## src/bsu_pkg.sv

```systemverilog
// Shared types, codes and constants of the breakpoint and step unit.
`timescale 1ns / 1ps

package bsu_pkg;

  localparam int unsigned ANCHOR_SLOTS_DEF = 32;
  localparam int unsigned BP_SLOTS_DEF     = 16;
  localparam int unsigned AIDX_W           = 8;
  localparam int unsigned BIDX_W           = 6;
  localparam logic [31:0] HITS_MAX         = 32'hFFFF_FFFF;

  typedef enum logic [2:0] {
    KIND_STMT   = 3'd0,
    KIND_THROW  = 3'd1,
    KIND_ADD    = 3'd2,
    KIND_DEL    = 3'd3,
    KIND_RESUME = 3'd4,
    KIND_QUERY  = 3'd5
  } kind_e;

  typedef enum logic [2:0] {
    MODE_CONTINUE = 3'd0,
    MODE_INTO     = 3'd1,
    MODE_OVER     = 3'd2,
    MODE_OUT      = 3'd3,
    MODE_INITIAL  = 3'd4
  } run_mode_e;

  typedef enum logic [1:0] {
    REASON_BP      = 2'd0,
    REASON_INITIAL = 2'd1,
    REASON_STEP    = 2'd2,
    REASON_THROW   = 2'd3
  } reason_e;

  typedef enum logic [1:0] {
    STATUS_OK        = 2'd0,
    STATUS_EXHAUSTED = 2'd1,
    STATUS_NO_BP     = 2'd2,
    STATUS_NOT_STOP  = 2'd3
  } status_e;

  typedef enum logic [2:0] {
    ST_IDLE,
    ST_A_LAUNCH,
    ST_A_WAIT,
    ST_B_LAUNCH,
    ST_B_WAIT,
    ST_COMMIT
  } bsu_state_e;

  typedef struct packed {
    logic [15:0] func;
    logic [15:0] pc;
  } a_key_t;

  typedef struct packed {
    logic              tok;
    logic              hit;
    logic [15:0]       best_num;
    logic [BIDX_W-1:0] best_slot;
    logic              free_hit;
    logic [AIDX_W-1:0] free_idx;
  } a_carry_t;

  typedef struct packed {
    logic              set;
    logic [AIDX_W-1:0] idx;
    logic [15:0]       func;
    logic [15:0]       pc;
    logic [BIDX_W-1:0] owner;
    logic [15:0]       num;
    logic              clr;
    logic [BIDX_W-1:0] clr_owner;
  } a_wr_t;

  typedef struct packed {
    logic              by_slot;
    logic              slot_ok;
    logic [BIDX_W-1:0] slot;
    logic [15:0]       number;
    logic              inc;
  } b_key_t;

  typedef struct packed {
    logic              tok;
    logic              found;
    logic [BIDX_W-1:0] slot;
    logic [31:0]       hits;
    logic              free_hit;
    logic [BIDX_W-1:0] free_slot;
  } b_carry_t;

  typedef struct packed {
    logic              set;
    logic              clr;
    logic [BIDX_W-1:0] slot;
    logic [15:0]       number;
  } b_wr_t;

endpackage

```

## src/bsu_bp_cell.sv

```systemverilog
// One breakpoint slot: number and hit count, with the lookup passed down the row.
`timescale 1ns / 1ps

module bsu_bp_cell import bsu_pkg::*; #(
  parameter int unsigned Idx = 0
) (
  input  logic     clk_i,
  input  logic     rst_ni,
  input  b_key_t   key_i,
  input  b_wr_t    wr_i,
  input  b_carry_t carry_i,
  output b_carry_t carry_o
);

  logic        valid_q;
  logic [15:0] number_q;
  logic [31:0] hits_q;
  logic [31:0] hits_next;
  logic        here;
  logic        match;
  b_carry_t    carry_d, carry_q;

  assign here      = (wr_i.slot == BIDX_W'(Idx));
  assign match     = valid_q && (key_i.by_slot ?
                     (key_i.slot_ok && (key_i.slot == BIDX_W'(Idx))) :
                     (number_q == key_i.number));
  assign hits_next = (key_i.inc && (hits_q != HITS_MAX)) ? hits_q + 32'd1 : hits_q;

  always_ff @(posedge clk_i or negedge rst_ni) begin
    if (!rst_ni) begin
      valid_q <= 1'b0;
    end else if (wr_i.set && here) begin
      valid_q <= 1'b1;
    end else if (wr_i.clr && here) begin
      valid_q <= 1'b0;
    end
  end

  always_ff @(posedge clk_i) begin
    if (wr_i.set && here) begin
      number_q <= wr_i.number;
      hits_q   <= '0;
    end else if (carry_i.tok && match) begin
      hits_q   <= hits_next;
    end
  end

  always_comb begin
    carry_d = carry_i;
    if (carry_i.tok) begin
      if (match && !carry_i.found) begin
        carry_d.found = 1'b1;
        carry_d.slot  = BIDX_W'(Idx);
        carry_d.hits  = hits_next;
      end
      if (!carry_i.free_hit && !valid_q) begin
        carry_d.free_hit  = 1'b1;
        carry_d.free_slot = BIDX_W'(Idx);
      end
    end
  end

  always_ff @(posedge clk_i or negedge rst_ni) begin
    if (!rst_ni) begin
      carry_q <= '0;
    end else begin
      carry_q <= carry_d;
    end
  end

  assign carry_o = carry_q;

endmodule

```

## config.mk

```make
export PLATFORM = sky130hd
export DESIGN_NAME = bsu_bp_cell
export DESIGN_NICKNAME = d
export VERILOG_FILES = /design/src/bsu_pkg.sv /design/src/bsu_bp_cell.sv
export SDC_FILE = /design/constraint.sdc
export NUM_CORES = 1
export LEC_CHECK = 0
export BUFFER_PORTS_ARGS = -buffer_cell sky130_fd_sc_hd__buf_2
export CORE_MARGIN = 2
export CORE_UTILIZATION = 40
export CTS_BUF_LIST = sky130_fd_sc_hd__clkbuf_16
export DETAILED_ROUTE_END_ITERATION = 7
export SYNTH_ARGS = -nofsm -noshare
export SYNTH_HDL_FRONTEND = slang
export SYNTH_SLANG_ARGS = --single-unit
```

## constraint.sdc

```tcl
create_clock -name clk_i -period 2.6 [get_ports clk_i]
set_input_delay 0.13 -clock clk_i [delete_from_list [all_inputs] [get_ports clk_i]]
set_output_delay 0.13 -clock clk_i [all_outputs]
set_load 0.005 [all_outputs]
```

==> results.cfg <==
[run_status]
status = finished, violations left
violations = hold timing

[global_routing]
grt_overflow_total = 0
antenna_found_initial = 0
grt_usage_pct = 18.5
grt_pass1_vias = 3820
grt_max_degree = 49
grt_pass1_wl_um = 18400

[sta]
fin_skew_ns = 0.00668
hold_viol_final = 33
period_minus_slack_ns = 2.35
slew_headroom_pct = 28.6
rsz0062_at_grt = false
setup_ws_ns = 0.250
finalSetupViolCount = 0
worst_pin_slew_ns = 1.07
slew_viol_final = 0
fin_crit_sh_pct = 90.4
timing.hold.ws_ns = -0.0233
max_freq_ghz = 0.426
fin_tns_setup_ns = 0

[clock_network]
worstSkewPairLatency_ns = 0.35
clock_path_buffers = 2
ctsResizeCount = 0
cts_root_buf = clkbuf_16
postCtsSetupRepairBufs = 0
clkTransAtPathRegs_ns = 0.07
cts_tree = built
clock_sinks = 96
cts_made_buffers = 9
postCtsHoldBufs = 27
htreeDepth = 3

[power]
p_leak_uw = 0.00251
vdd.ir_drop.worst_mv = 0.301
p_switching_uw = 701
comb_power_share_pct = 8.1
p_seq_share_pct = 50.0
p_per_area_nw_per_um2 = 517
switching_share_pct = 22.3
intPower_uw = 2450
clkPwrFrac_pct = 41.9

[layout]
drive_gt1_share_pct = 32.3
fin_nets = 713
fillerInstances = 1094
n_antenna_cell = 0
multi_input_area_um2 = 2160
final_area_um2 = 6090
syn_to_final_growth_pct = 30.4
final_cell_mix = buf_2 (144), dfrtp_1 (48), o21ai_0 (33), dfxtp_1 (32), a21oi_1 (28)
regArea_um2 = 2320
final_common_cell = buf_2

[drt]
drcViolationCount = 0
wl_per_cell_um = 15.2
vias_per_cell = 5.23
firstDrtPassIters = 4
drtIter0Drc = 250
wl_um = 11600
via_count = 3984
ant_nets = 0

[setup_path]
end_kind = flip-flop
cp_max_fo = 20
critPathKind = flip-flop to flip-flop
worstPathArrival_ns = 2.63
r2r_slack_ns = 0.25
reg2regPathDepth = 6
cp_data_required_time_ns = 2.88
r2r_start = number_q[11]$_DFFE_PP_
worst_setup_path_start_kind = flip-flop
timing.rr.end = hits_q[4]$_SDFFE_PP0P_

[synthesis]
ys_warn_count = 0
ys_seq_area_share_pct = 49.8
netlist.area_leader.share_pct = 25.7
yosys.area.top_type = dfrtp_1
synth_edf_count = 16
synth_top_flop_cell = dfrtp_1
async_reset_ff_share_pct = 50.0
syn_nets = 546
syn_area_um2 = 4670
synth_cell_types = 48
syn_inst = 447
syn_avg_cell_area_um2 = 10.4
synth_seq_cells = 96
synth.top_cells.by_area = dfrtp_1 (26%), dfxtp_1 (14%), edfxtp_1 (10%)

[floorplan]
core_region_area_um2 = 11400
initial_core_util_pct = 40.9
pin_count = 145
rows = 39
dieArea_um2 = 12500
die_y_um = 112
die_w_um = 112

[placement]
dpl_worst_slack_ns = 0.288
finalWeightedCongestion = 0.866
port_buffers = 144
placed_area_um2 = 5530
hpwl_um = 8350

[min_path]
hp-class = primary input to async pin

[run]
cap_viol_max_count = 0
[stage by stage]
step | power [uW] | std cells | util (%)
global route | 3270 | 762 | 53.3
global placement | 1830 | 719 | 48.4
finish | 3150 | 762 | 53.3
CTS | 3190 | 762 | 53.3
floorplan | 1690 | 447 | -
detailed placement | 1830 | 719 | 48.4
[flip-flops by register name, summed over array words and instances, names as in the netlist]
signal	count
hits_q	32
carry_o	47
number_q	16
valid_q	1
[synth_stat cells (2+ instances only)]
cell and number:
dfrtp_1 48, o21ai_0 33, dfxtp_1 32, a21oi_1 28
xnor2_1 27, nand2_1 20, nand3_1 20, or3_1 19
xor2_1 18, nor2_1 17, edfxtp_1 16, mux2_2 16
nand4_1 15, or4_1 13, o31ai_1 12, clkbuf_1 11
o21ai_1 11, and4_1 9, and3_1 8, and2_1 6
nor2b_1 6, buf_6 5, nor4_1 5, buf_2 4
buf_4 4, clkbuf_2 4, mux2_4 4, nor3_1 4
o31a_1 4, nand2b_1 3, o2111ai_1 3, o211ai_1 3
inv_1 2, mux2i_1 2, nand2_4 2
[layout make-up]
type / instances / area share, %
Tap cell: 143 / 2.94
Sequential cell: 96 / 38.2
Clock buffer: 9 / 3.70
Multi-Input combinational cell: 320 / 35.4
Clock inverter: 7 / 1.03
Inverter: 2 / 0.123
Timing Repair Buffer: 185 / 18.6
[logic make-up after synthesis]
| family | after synthesis | synth area share [%] |
|---|---|---|
| mux | 22 | 5.58 |
| flops | 96 | 49.8 |
| fa+ha+maj | 1 | 0.268 |
| xor+xnor | 45 | 8.45 |
| simple gates | 154 | 19.6 |
| compound gates | 98 | 12.3 |
| buf+inv | 31 | 4.08 |
[critical path, stage by stage (launching register included)]
cell and delay, ns:
edfxtp_1 0.39, xor2_1 0.17, nor4_1 0.31, nand4_1 0.16
o31a_1 0.52, or4_1 0.59, a21oi_1 0.15
[power groups by stage]
stage               Sequential, uW  Clock (uW)  Combinational [uW]
detailed placement            1610           0                 228
floorplan                     1610           0                79.0
global placement              1610           0                 224
global route                  1580        1410                 285
CTS                           1580        1350                 260
finish                        1570        1320                 255
[layer usage]
metal	up-vias	part of all wire [%]	wire length, um	track usage (%)
li1	1976	-	-	-
met2	89	51	5880	30.4
met3	15	4.5	518	4.00
met4	0	2.0	235	8.54
met1	1904	43	4940	23.5
met5	-	0	0	0
[how the worst max path moves through the flow]
stage	start	endpoint	slack, ns	depth (start not counted)
finish	number_q[11]$_DFFE_PP_	hits_q[4]$_SDFFE_PP0P_	0.25	6
global route	hits_q[0]$_SDFFE_PP0P_	carry_o[22]$_DFF_PN0_	0.12	8
CTS	number_q[2]$_DFFE_PP_	hits_q[11]$_SDFFE_PP0P_	0.27	7
detailed placement	number_q[2]$_DFFE_PP_	hits_q[11]$_SDFFE_PP0P_	0.29	7
global placement	number_q[2]$_DFFE_PP_	hits_q[3]$_SDFFE_PP0P_	0.28	7
floorplan	wr_i[19]	number_q[0]$_DFFE_PP_	0.46	5
No activity file was read; power rests on OpenSTA's default activity.
