<file path="config.mk">
export PLATFORM = sky130hd
export DESIGN_NAME = bsu_anchor_cell
export DESIGN_NICKNAME = d
export VERILOG_FILES = /design/src/bsu_pkg.sv /design/src/bsu_anchor_cell.sv
export SDC_FILE = /design/constraint.sdc
export NUM_CORES = 1
export LEC_CHECK = 0
export BUFFER_PORTS_ARGS = -buffer_cell sky130_fd_sc_hd__buf_2
export CAP_MARGIN = 40
export CORE_ASPECT_RATIO = 2
export CORE_UTILIZATION = 46
export DETAILED_ROUTE_END_ITERATION = 10
export HOLD_SLACK_MARGIN = 0.03
export PLACE_DENSITY = 0.79
export SYNTH_ARGS = -nofsm -noshare
export SYNTH_HDL_FRONTEND = slang
export SYNTH_SLANG_ARGS = --single-unit
</file>
<file path="constraint.sdc">
create_clock -name clk_i -period 2.8 [get_ports clk_i]
set_input_delay 0.56 -clock clk_i [delete_from_list [all_inputs] [get_ports clk_i]]
set_output_delay 0.56 -clock clk_i [all_outputs]
set_load 0.02 [all_outputs]
</file>
<file path="src/bsu_pkg.sv">
// Shared types, codes and constants of the breakpoint and step unit.
`timescale 1ns / 1ps

package bsu_pkg;

  localparam int unsigned ANCHOR_SLOTS_DEF = 32;
  localparam int unsigned BP_SLOTS_DEF     = 16;
  localparam int unsigned AIDX_W           = 8;
  localparam int unsigned BIDX_W           = 6;
  localparam logic [31:0] HITS_MAX         = 32'hFFFF_FFFF;

  typedef enum logic [2:0] {
    KIND_STMT   = 3'd0,
    KIND_THROW  = 3'd1,
    KIND_ADD    = 3'd2,
    KIND_DEL    = 3'd3,
    KIND_RESUME = 3'd4,
    KIND_QUERY  = 3'd5
  } kind_e;

  typedef enum logic [2:0] {
    MODE_CONTINUE = 3'd0,
    MODE_INTO     = 3'd1,
    MODE_OVER     = 3'd2,
    MODE_OUT      = 3'd3,
    MODE_INITIAL  = 3'd4
  } run_mode_e;

  typedef enum logic [1:0] {
    REASON_BP      = 2'd0,
    REASON_INITIAL = 2'd1,
    REASON_STEP    = 2'd2,
    REASON_THROW   = 2'd3
  } reason_e;

  typedef enum logic [1:0] {
    STATUS_OK        = 2'd0,
    STATUS_EXHAUSTED = 2'd1,
    STATUS_NO_BP     = 2'd2,
    STATUS_NOT_STOP  = 2'd3
  } status_e;

  typedef enum logic [2:0] {
    ST_IDLE,
    ST_A_LAUNCH,
    ST_A_WAIT,
    ST_B_LAUNCH,
    ST_B_WAIT,
    ST_COMMIT
  } bsu_state_e;

  typedef struct packed {
    logic [15:0] func;
    logic [15:0] pc;
  } a_key_t;

  typedef struct packed {
    logic              tok;
    logic              hit;
    logic [15:0]       best_num;
    logic [BIDX_W-1:0] best_slot;
    logic              free_hit;
    logic [AIDX_W-1:0] free_idx;
  } a_carry_t;

  typedef struct packed {
    logic              set;
    logic [AIDX_W-1:0] idx;
    logic [15:0]       func;
    logic [15:0]       pc;
    logic [BIDX_W-1:0] owner;
    logic [15:0]       num;
    logic              clr;
    logic [BIDX_W-1:0] clr_owner;
  } a_wr_t;

  typedef struct packed {
    logic              by_slot;
    logic              slot_ok;
    logic [BIDX_W-1:0] slot;
    logic [15:0]       number;
    logic              inc;
  } b_key_t;

  typedef struct packed {
    logic              tok;
    logic              found;
    logic [BIDX_W-1:0] slot;
    logic [31:0]       hits;
    logic              free_hit;
    logic [BIDX_W-1:0] free_slot;
  } b_carry_t;

  typedef struct packed {
    logic              set;
    logic              clr;
    logic [BIDX_W-1:0] slot;
    logic [15:0]       number;
  } b_wr_t;

endpackage

</file>
<file path="src/bsu_anchor_cell.sv">
// One anchor slot: holds a location and passes the match search to the next cell.
`timescale 1ns / 1ps

module bsu_anchor_cell import bsu_pkg::*; #(
  parameter int unsigned Idx = 0
) (
  input  logic     clk_i,
  input  logic     rst_ni,
  input  a_key_t   key_i,
  input  a_wr_t    wr_i,
  input  a_carry_t carry_i,
  output a_carry_t carry_o
);

  logic              valid_q;
  logic [15:0]       func_q;
  logic [15:0]       pc_q;
  logic [BIDX_W-1:0] owner_q;
  logic [15:0]       num_q;
  logic              wr_here;
  logic              match;
  a_carry_t          carry_d, carry_q;

  assign wr_here = wr_i.set && (wr_i.idx == AIDX_W'(Idx));
  assign match   = valid_q && (func_q == key_i.func) && (pc_q == key_i.pc);

  always_ff @(posedge clk_i or negedge rst_ni) begin
    if (!rst_ni) begin
      valid_q <= 1'b0;
    end else if (wr_here) begin
      valid_q <= 1'b1;
    end else if (wr_i.clr && valid_q && (owner_q == wr_i.clr_owner)) begin
      valid_q <= 1'b0;
    end
  end

  always_ff @(posedge clk_i) begin
    if (wr_here) begin
      func_q  <= wr_i.func;
      pc_q    <= wr_i.pc;
      owner_q <= wr_i.owner;
      num_q   <= wr_i.num;
    end
  end

  always_comb begin
    carry_d = carry_i;
    if (carry_i.tok) begin
      if (match && (!carry_i.hit || (num_q < carry_i.best_num))) begin
        carry_d.hit       = 1'b1;
        carry_d.best_num  = num_q;
        carry_d.best_slot = owner_q;
      end
      if (!carry_i.free_hit && !valid_q) begin
        carry_d.free_hit = 1'b1;
        carry_d.free_idx = AIDX_W'(Idx);
      end
    end
  end

  always_ff @(posedge clk_i or negedge rst_ni) begin
    if (!rst_ni) begin
      carry_q <= '0;
    end else begin
      carry_q <= carry_d;
    end
  end

  assign carry_o = carry_q;

endmodule

</file>
==> results.md, run 1 <==
* GRT Total Usage at 0.194
* PortBufs at 169
* Register area share after synthesis at 0.677
* Area delta synth->final at 35.4%
* Fillers at 623
* Sequential cell area at 2470 sq um
* DIE HEIGHT at 128 microns
* Leading area contributor after synthesis: edfxtp_1
* Clk pin slew, worst setup/hold paths at 0.06 ns
* Router iterations before antenna repair at 4
* Power consumption at 2.83 mW
* Worst VDD drop at 438 uV
* Final wirelength at 7560 microns
* Leakage at 2.19 nW
* Die Width at 65.0 microns
* Yosys top cell area share at 0.444
* Area occupied by multi-input gates at 1110 sq um
* Crit path time final at 2.42 ns
* Slowest-stage cell, CP: edfxtp_1
* Initial drt markers at 98
* Unique masters post-synth at 27
* Initial antenna violation count at 0
* Count of flip-flops with a built-in enable after synthesis at 54
* CORE AREA at 7660 sq um
* Post-CTS Setup Bufs at 0
* Flops & latches, synth at 88
* CP arrival at 2.63 ns
* Cell Area, Placed at 4650 sq um
* Max clock buf depth at 2
* DP HPWL at 5950 microns
* MaxCap Viol Count at 0
* TritonCTS clock tree: yes
* Layout cell share with drive strength beyond 1 at 0.502
* # IOs at 170
* Clock network fraction of design power at 0.409
* Commonest cells post-synth: edfxtp_1, dfrtp_1, xnor2_1, mux2_2
* Top cells by area, synth: edfxtp_1, dfrtp_1, xnor2_1
* Startpoint Class: flop
* Largest stage delay on the critical path at 0.41 ns
* Status: completed
* Vias in the first global route at 2689
* Skew-Pair Late Insertion Delay at 0.33 ns
* Post-synth top flop: edfxtp_1
* Placer Congestion at 0.780
* Vias per cell at 4.91
* Total number of vias at 2512
* Final Skew at 0.00718 ns
* Net count, final at 566
* RSZ-0062 raised after global routing: false
* Slew headroom at 0.487
* Reg power frac at 0.500
* Clock root cell: clkbuf_16
* CP required at 3.01 ns
* GRT Residual Overflow at 0
* Combinational Power Share at 0.090
* Worst setup EP type: flop
* # diodes at 0
* Hold WS at 0.303 ns
* Cells on worst reg2reg path at 8
* Cell Chain, Critical Path: ha_1 > a21oi_1 > nand2_1 > a21oi_1 > o21ai_0 > a221oi_4 > buf_4 > mux2_2
* Pin count of the biggest net entering global routing at 56
* Syn nets at 385
* Slew at the pin closest to its max-slew limit at 0.770 ns
* Crit path max fanout at 7
* Final Slew Violations at 0
* First-pass GRT wire length at 11600 microns
* Top cell by count, worst path: a21oi_1
* Die area at 8320 sq um
* Synth Cell Area at 3650 sq um
* Asr flop ratio synth at 0.386
* Number of remaining DRC errors at 0
* H-Tree Depth at 3
* DRT antenna net count at 0
* WL/cell at 14.8 microns
* Post-CTS Hold Buffers at 0
* Most common cell in the synthesized netlist: edfxtp_1
* Post_cts resized at 0
* Setup violators final at 0
* TNS Setup at 0 ns
* Net switching power at 0.590 mW
* PD cells at 573 nW/um^2
* Syn Area/Cell at 15.7 sq um
* Yosys warning count at 0
* Fraction of the cycle the final worst path needs at 0.864
* Sw frac at 0.208
* Initial core utilization at 0.477
* Clk sinks at 88
* Synth Instances at 233
* Hold Vio Cnt, Final at 0
* Critical path type: flop to flop
* Max Fclk at 0.413 GHz
* Worst hold path type: input pin to async pin
* Final instance area at 4940 sq um
* # rows at 45
* CTS buffer count at 9
* Internal cell power at 2.24 mW
through the flow:
stage / util / worst slack, ns / instances
CTS: 0.646 / 0.352 / 512
detailed placement: 0.607 / 0.0823 / 497
global route: 0.646 / 0.250 / 512
global placement: 0.607 / 0.114 / 497
finish: 0.646 / 0.382 / 512
floorplan: - / 0.174 / 233
kinds of logic after synthesis:
group	synth area share
flip-flops	0.677
AND/OR/NAND/NOR	0.0648
XOR/XNOR	0.0912
multiplexers	0.0679
buffers and inverters	0.0216
adder cells (fa/ha/maj)	0.0514
AO/OA/AOI/OAI	0.0257
cell type report:
class,instances,share of cell area
clock buffer,13,0.0572
tap,94,0.0238
sequential,88,0.500
clock inverter,2,0.00202
inverter,15,0.0114
timing repair buffer,172,0.181
multi-input combinational,128,0.225
sequential cells by signal, indices dropped and copies added (netlist names):
signal	cells
num_q	16
valid_q	1
owner_q	6
func_q	16
carry_o	33
pc_q	16
layer usage:
layer	global-route usage	up-vias	routed length, microns
li1	-	1200	-
met1	0.182	1158	2530
met2	0.349	125	4130
met3	0.0507	29	519
met4	0.139	0	382
met5	0	-	0
power groups by stage:
stage / Combinational (mW) / Sequential (mW) / Clock (mW)
floorplan: 0.0725 / 1.48 / 0
finish: 0.256 / 1.42 / 1.16
detailed placement: 0.259 / 1.44 / 0
global route: 0.283 / 1.42 / 1.23
CTS: 0.260 / 1.42 / 1.18
global placement: 0.251 / 1.44 / 0
worst max-delay path, delay by kind of cell, from the launching register on:
family | cells | cell delay (ns)
compound gates | 4 | 0.90
flops | 1 | 0.41
fa+ha+maj | 1 | 0.34
mux | 1 | 0.34
buf+inv | 1 | 0.23
simple gates | 1 | 0.08
worst paths after layout:
| path | end | from | slack (ns) |
|---|---|---|---|
| max | carry_o[29] | num_q[14] | 0.38 |
| min | carry_o[15] | rst_ni | 0.30 |
| max reg2reg | carry_o[29] | num_q[14] | 0.38 |
| min reg2reg | carry_o[25] | num_q[10] | 0.51 |
| max in group asynchronous | carry_o[2] | rst_ni | 2.00 |
| min in group clk_i | carry_o[32] | carry_i[32] | 0.37 |
cell usage in the layout (no fill, tap or decap):
master	netlist	final
nand4_1	10	10
dfrtp_1	34	34
edfxtp_1	54	54
o21ai_0	1	1
and4b_2	0	1
clkinv_2	0	2
o41ai_1	1	1
o31ai_1	1	1
nor2_1	4	4
clkbuf_1	0	2
nor4_1	3	3
xor2_1	7	7
a221oi_4	0	1
nor3_1	3	3
and3_1	1	1
ha_1	15	15
buf_12	0	2
buf_2	0	169
nor2b_1	8	8
buf_4	0	1
or2b_1	1	1
o21a_1	1	1
nand2_1	3	3
a21oi_1	4	4
inv_1	15	15
a2111oi_2	1	1
nand2b_1	4	4
xnor2_1	31	31
nand3_1	3	3
mux2_2	22	22
a211oi_1	2	2
clkbuf_16	0	11
(Power assumes the default switching activity.)
==> inputs of run 2 (changes only) <==
Settings changed: CORE_MARGIN set to 4, CORE_UTILIZATION 46 to 48, CTS_BUF_LIST set to sky130_fd_sc_hd__clkbuf_4 sky130_fd_sc_hd__clkbuf_8, PLACE_DENSITY 0.79 to 0.82.
==> run 2 against run 1 <==
Compared with the run above: sequential share of layout area rose by 0.25 points; die area rose by 10%; non-clock buffer count rose by 2; cell count rose by 0.20%; count of clock-buffer cells in the layout fell by 2; routed wire length rose by 5.1%; critical path depth did not move; via count fell by 1.2%; first-iteration DRC count fell by 22%; clock skew rose by 0.0051 ns; worst setup slack got worse by 0.033 ns.
==> results.md, run 2 (synthesis gave the netlist of run 1 again) <==
* Status: completed
* Slew headroom at 0.502 (+0.0152)
* Fraction of the cycle the final worst path needs at 0.875 (+0.0117)
* Pin count of the biggest net entering global routing at 37 (-34%)
* Number of remaining DRC errors at 0 (unchanged)
* Clk sinks at 88 (unchanged)
* Crit path max fanout at 8 (+1)
* Cell Area, Placed at 4650 sq um (unchanged)
* Largest stage delay on the critical path at 0.40 ns (about the same)
* MaxCap Viol Count at 0 (unchanged)
* Cell Chain, Critical Path: xnor2_1 > nand4_1 > nor4_1 > buf_4 > nand4_1 > a221oi_4 > buf_4 > mux2_2
* Critical path type: flop to flop
* Skew-Pair Late Insertion Delay at 0.35 ns (+0.02 ns)
* Final instance area at 4920 sq um (-0.51%)
* Net count, final at 568 (+0.35%)
* Dpl cells at 497 (unchanged)
* Global Route met2 Usage at 0.346 (-0.00291)
* Initial antenna violation count at 0 (unchanged)
* Worst hold path type: input pin to async pin
* Max Fclk at 0.408 GHz (-1.3%)
* Clock root cell: clkbuf_8
* DP HPWL at 6420 microns (+7.9%)
* # IOs at 170 (unchanged)
* Layout cell share with drive strength beyond 1 at 0.511 (+0.00830)
* Final core occ at 0.672 (+0.0261)
* Placer Congestion at 0.819 (+4.9%)
* First-pass GRT wire length at 12700 microns (+9.6%)
* Worst VDD drop at 366 uV (-16%)
* CP required at 3.03 ns (+0.02 ns)
* H-Tree Depth at 3 (unchanged)
* Crit path time final at 2.45 ns (+0.0328 ns)
* CORE AREA at 7320 sq um (-4.4%)
* Die Width at 69.7 microns (+7.2%)
* Largest register FFs at 33 (unchanged)
* Most frequent cells in the layout: buf_2, edfxtp_1, dfrtp_1
* Slew at the pin closest to its max-slew limit at 0.747 ns (-0.0227 ns)
* Hold WS at 0.259 ns (-0.0433 ns)
* Worst setup EP type: flop
* Clk pin slew, worst setup/hold paths at 0.09 ns (+0.03 ns)
* Setup slack after layout at 0.349 ns (-0.0328 ns)
* PD cells at 569 nW/um^2 (-0.64%)
* PortBufs at 169 (unchanged)
* WL/cell at 15.5 microns (+4.9%)
* DIE HEIGHT at 131 microns (+2.6%)
* Leakage at 2.19 nW (-0.13%)
* Setup violators final at 0 (unchanged)
* Router iterations before antenna repair at 4 (unchanged)
* DRT antenna net count at 0 (unchanged)
* Layer with the highest usage: met2
* # diodes at 0 (unchanged)
* Initial drt markers at 76 (-22%)
* Vias per cell at 4.84 (-1.3%)
* GR Layer Usage met1 at 0.169 (-0.0137)
* Post-CTS Setup Bufs at 0 (unchanged)
* Dpl ws at -0.0152 ns (-0.0975 ns)
* Hold Vio Cnt, Final at 0 (unchanged)
* # rows at 44 (-2.2%)
* Non-filler instance count after layout at 513 (+0.20%)
* CP arrival at 2.68 ns (+0.05 ns)
* Met3 usage in global routing at 0.0573 (+0.00663)
* Startpoint Class: flop
* Final wirelength at 7940 microns (+5.1%)
* Commonest non-fill, non-tap cell in the layout: buf_2
* Vias in the first global route at 2785 (+3.6%)
* GRT Total Usage at 0.181 (-0.0126)
* Final Slew Violations at 0 (unchanged)
* Die area at 9150 sq um (+10%)
* Final Skew at 0.0123 ns (+0.00508 ns)
* Post_cts resized at 0 (unchanged)
* GRT Residual Overflow at 0 (unchanged)
* Total number of vias at 2483 (-1.2%)
* Slowest-stage cell, CP: nor4_1
* Area delta synth->final at 34.8%
* Max clock buf depth at 2 (unchanged)
* CTS buffer count at 9 (unchanged)
* Post-CTS Hold Buffers at 0 (unchanged)
* RSZ-0062 raised after global routing: false
* Initial core utilization at 0.498 (+0.0218)
* TritonCTS clock tree: yes
## run 2: worst paths after layout
path	from	to	slack, ns	depth (start not counted)
worst min register to register	num_q[15]	carry_o[30]	0.52	1
min in group clk_i	carry_i[32]	carry_o[32]	0.35	1
worst max-delay path	func_q[0]	carry_o[29]	0.35	8
worst min-delay path	rst_ni	carry_o[15]	0.26	1
max in group asynchronous	rst_ni	carry_o[6]	2.05	1
worst max register to register	func_q[0]	carry_o[29]	0.35	8
## run 2: layout make-up
type                    count  area (sq um)
multi-input cells         128          1110
clock buffers              11           139
repair buffers            174           896
fillers                   553          2400
flip-flops and latches     88          2470
well taps                  92           115
clock inverters             5           129
inverters                  15          56.3
## run 2: worst max-delay path, delay by kind of cell, from the launching register on
kind            cells  cell delay [ns]
simple gates        3             0.73
buf+inv             2             0.40
compound gates      1             0.30
flops               1             0.38
mux                 1             0.35
xor+xnor            1             0.16
## run 2: through the flow
| stage | TNS (ns) | total power, mW |
|---|---|---|
| after floorplan | 0 | 1.55 |
| after global placement | 0 | 1.69 |
| after detailed placement | -0.0212 | 1.70 |
| after CTS | 0 | 2.83 |
| after global routing | 0 | 2.93 |
| final | 0 | 2.80 |
## run 2: per-layer routing
metal | share of wire | vias up
met1 | 0.31 | 1161
li1 | - | 1202
met4 | 0.025 | 0
met5 | 0 | -
met2 | 0.58 | 104
met3 | 0.077 | 16
## run 2: where the power goes
group / leakage [nW] / internal [mW] / switching (mW)
clock network: 0.135 / 0.705 / 0.425
registers: 0.887 / 1.41 / 0.00883
logic: 1.16 / 0.132 / 0.123
total: 2.19 / 2.24 / 0.557
==> inputs of run 3 (changes only) <==
==> constraint.sdc (replaced) <==
create_clock -name clk_i -period 2.8 [get_ports clk_i]
set_input_delay 0.42 -clock clk_i [delete_from_list [all_inputs] [get_ports clk_i]]
set_output_delay 0.42 -clock clk_i [all_outputs]
set_load 0.02 [all_outputs]
==> run 3 against run 2 <==
Compared with the run above: final area down 1.8%; highest routed layer unchanged; combinational power about the same; non-clock buffer count down 1; cell count down 0.19%; critical endpoint is now carry_o[15]; register-to-register slack about the same; global-route usage up 0.47 points; worst setup slack better by 0.014 ns.
==> results.md, run 3 (synthesis gave the netlist of run 1 again) <==
* Hold Vio Cnt, Final at 0 (unchanged)
* # diodes at 0 (unchanged)
* Worst hold path type: input pin to async pin
* Setup slack after layout at 0.363 ns (+0.0144 ns)
* Net count, final at 567 (-0.18%)
* Slowest-stage cell, CP: edfxtp_1
* Final wirelength at 8060 microns (+1.4%)
* Critical path type: flop to flop
* Most frequent cells in the layout: buf_2, edfxtp_1, dfrtp_1
* Leakage at 2.15 nW (-1.9%)
* H-Tree Depth at 3 (unchanged)
* # rows at 44 (unchanged)
* DIE HEIGHT at 131 microns (unchanged)
* Max clock buf depth at 2 (unchanged)
* Clock root cell: clkbuf_8
* CTS buffer count at 9 (unchanged)
* DRT antenna net count at 0 (unchanged)
* Post_cts resized at 0 (unchanged)
* Status: completed
* Layout cell share with drive strength beyond 1 at 0.505 (-0.00593)
* Crit Reg-Reg Endpoint: carry_o[15]
* Worst VDD drop at 385 uV (+5.3%)
* GR Layer Usage met1 at 0.175 (+0.00628)
* Dpl cells at 496 (-0.20%)
* WL/cell at 15.7 microns (+1.6%)
* PD cells at 520 nW/um^2 (-8.7%)
* # IOs at 170 (unchanged)
* CORE AREA at 7320 sq um (unchanged)
* Slew at the pin closest to its max-slew limit at 0.777 ns (+0.0305 ns)
* Router iterations before antenna repair at 4 (unchanged)
* Largest stage delay on the critical path at 0.40 ns (about the same)
* MaxCap Viol Count at 0 (unchanged)
* Crit path time final at 2.44 ns (-0.0144 ns)
* Met3 usage in global routing at 0.0550 (-0.00229)
* Dpl ws at 0.118 ns (+0.134 ns)
* Critical R2R Launch: pc_q[7]
* Vias in the first global route at 2860 (+2.7%)
* Slew headroom at 0.482 (-0.0203)
* Die Width at 69.7 microns (unchanged)
* Cells on worst reg2reg path at 8 (unchanged)
* Max Fclk at 0.410 GHz (+0.59%)
* Largest register FFs at 33 (unchanged)
* CP required at 3.04 ns (about the same)
* Placer Congestion at 0.785 (-4.1%)
* Post-CTS Setup Bufs at 0 (unchanged)
* Startpoint Class: flop
* Commonest non-fill, non-tap cell in the layout: buf_2
* Final Slew Violations at 0 (unchanged)
* DP HPWL at 6410 microns (-0.25%)
* Crit path max fanout at 14 (+6)
* Number of remaining DRC errors at 0 (unchanged)
* Global Route met2 Usage at 0.351 (+0.00479)
* Worst setup EP type: flop
* PortBufs at 169 (unchanged)
* R2r setup slk at 0.36 ns (about the same)
* Clk sinks at 88 (unchanged)
* Initial drt markers at 82 (+7.9%)
* RSZ-0062 raised after global routing: false
* Power consumption at 2.51 mW (-10%)
* Initial antenna violation count at 0 (unchanged)
* Layer with the highest usage: met2
* Skew-Pair Late Insertion Delay at 0.35 ns (about the same)
* Sequential cell area at 2470 sq um (unchanged)
* GRT Residual Overflow at 0 (unchanged)
* GRT Total Usage at 0.186 (+0.00467)
* Clk pin slew, worst setup/hold paths at 0.08 ns (about the same)
* Die area at 9150 sq um (unchanged)
* Pin count of the biggest net entering global routing at 37 (unchanged)
* Fraction of the cycle the final worst path needs at 0.870 (-0.00514)
* Fillers at 560 (+1.3%)
* First-pass GRT wire length at 13100 microns (+2.8%)
* Final instance area at 4830 sq um (-1.8%)
* Area delta synth->final at 32.3%
* Post-CTS Hold Buffers at 0 (unchanged)
* Final Skew at 0.00968 ns (-0.00257 ns)
* Total number of vias at 2493 (+0.40%)
* CP arrival at 2.68 ns (about the same)
* TritonCTS clock tree: yes
* Cell Area, Placed at 4640 sq um (-0.16%)
* Initial core utilization at 0.498 (unchanged)
* Cell Chain, Critical Path: xnor2_1 > nand4_1 > nor4_1 > buf_4 > nand4_1 > a221oi_4 > buf_4 > mux2_2
* Vias per cell at 4.87 (+0.60%)
* Non-filler instance count after layout at 512 (-0.19%)
* TNS Setup at 0 ns (unchanged)
* Area occupied by multi-input gates at 1110 sq um (unchanged)
* Setup violators final at 0 (unchanged)
[run 3: final cells by class]
cell class / count / area share
clock inverters: 5 / 0.00984
well taps: 92 / 0.0238
flip-flops and latches: 88 / 0.512
clock buffers: 11 / 0.0288
repair buffers: 173 / 0.184
inverters: 15 / 0.0117
multi-input cells: 128 / 0.230
[run 3: per-layer routing]
layer,vias to the layer above,routed length [microns]
met5,-,0
met4,0,213
met3,16,613
met2,110,4670
met1,1168,2560
li1,1199,-
[run 3: through the flow]
step | util | hold WS, ns
CTS | 0.660 | 0.148
global placement | 0.634 | 0.480
detailed placement | 0.634 | 0.499
floorplan | - | 0.124
finish | 0.660 | 0.131
global route | 0.660 | 0.190
[run 3: how the worst max path moves through the flow]
| stage | startpoint | endpoint | depth (start not counted) |
|---|---|---|---|
| global route | func_q[13] | carry_o[18] | 8 |
| detailed placement | key_i[7] | carry_o[22] | 9 |
| finish | pc_q[7] | carry_o[15] | 8 |
| global placement | key_i[16] | carry_o[15] | 9 |
| CTS | pc_q[7] | carry_o[22] | 8 |
| floorplan | wr_i[63] | func_q[0] | 2 |
[run 3: power breakdown]
part / internal (mW) / leakage, nW / switching [mW]
Sequential: 1.41 / 0.887 / 0.00814
Clock: 0.424 / 0.0990 / 0.415
Combinational: 0.132 / 1.16 / 0.125
[run 3: critical path: cells and delay by family (launching register included)]
family                 cells  cell delay (ns)
flip-flops                 1             0.40
AND/OR/NAND/NOR            3             0.69
XOR/XNOR                   1             0.17
buffers and inverters      2             0.44
AO/OA/AOI/OAI              1             0.25
multiplexers               1             0.36
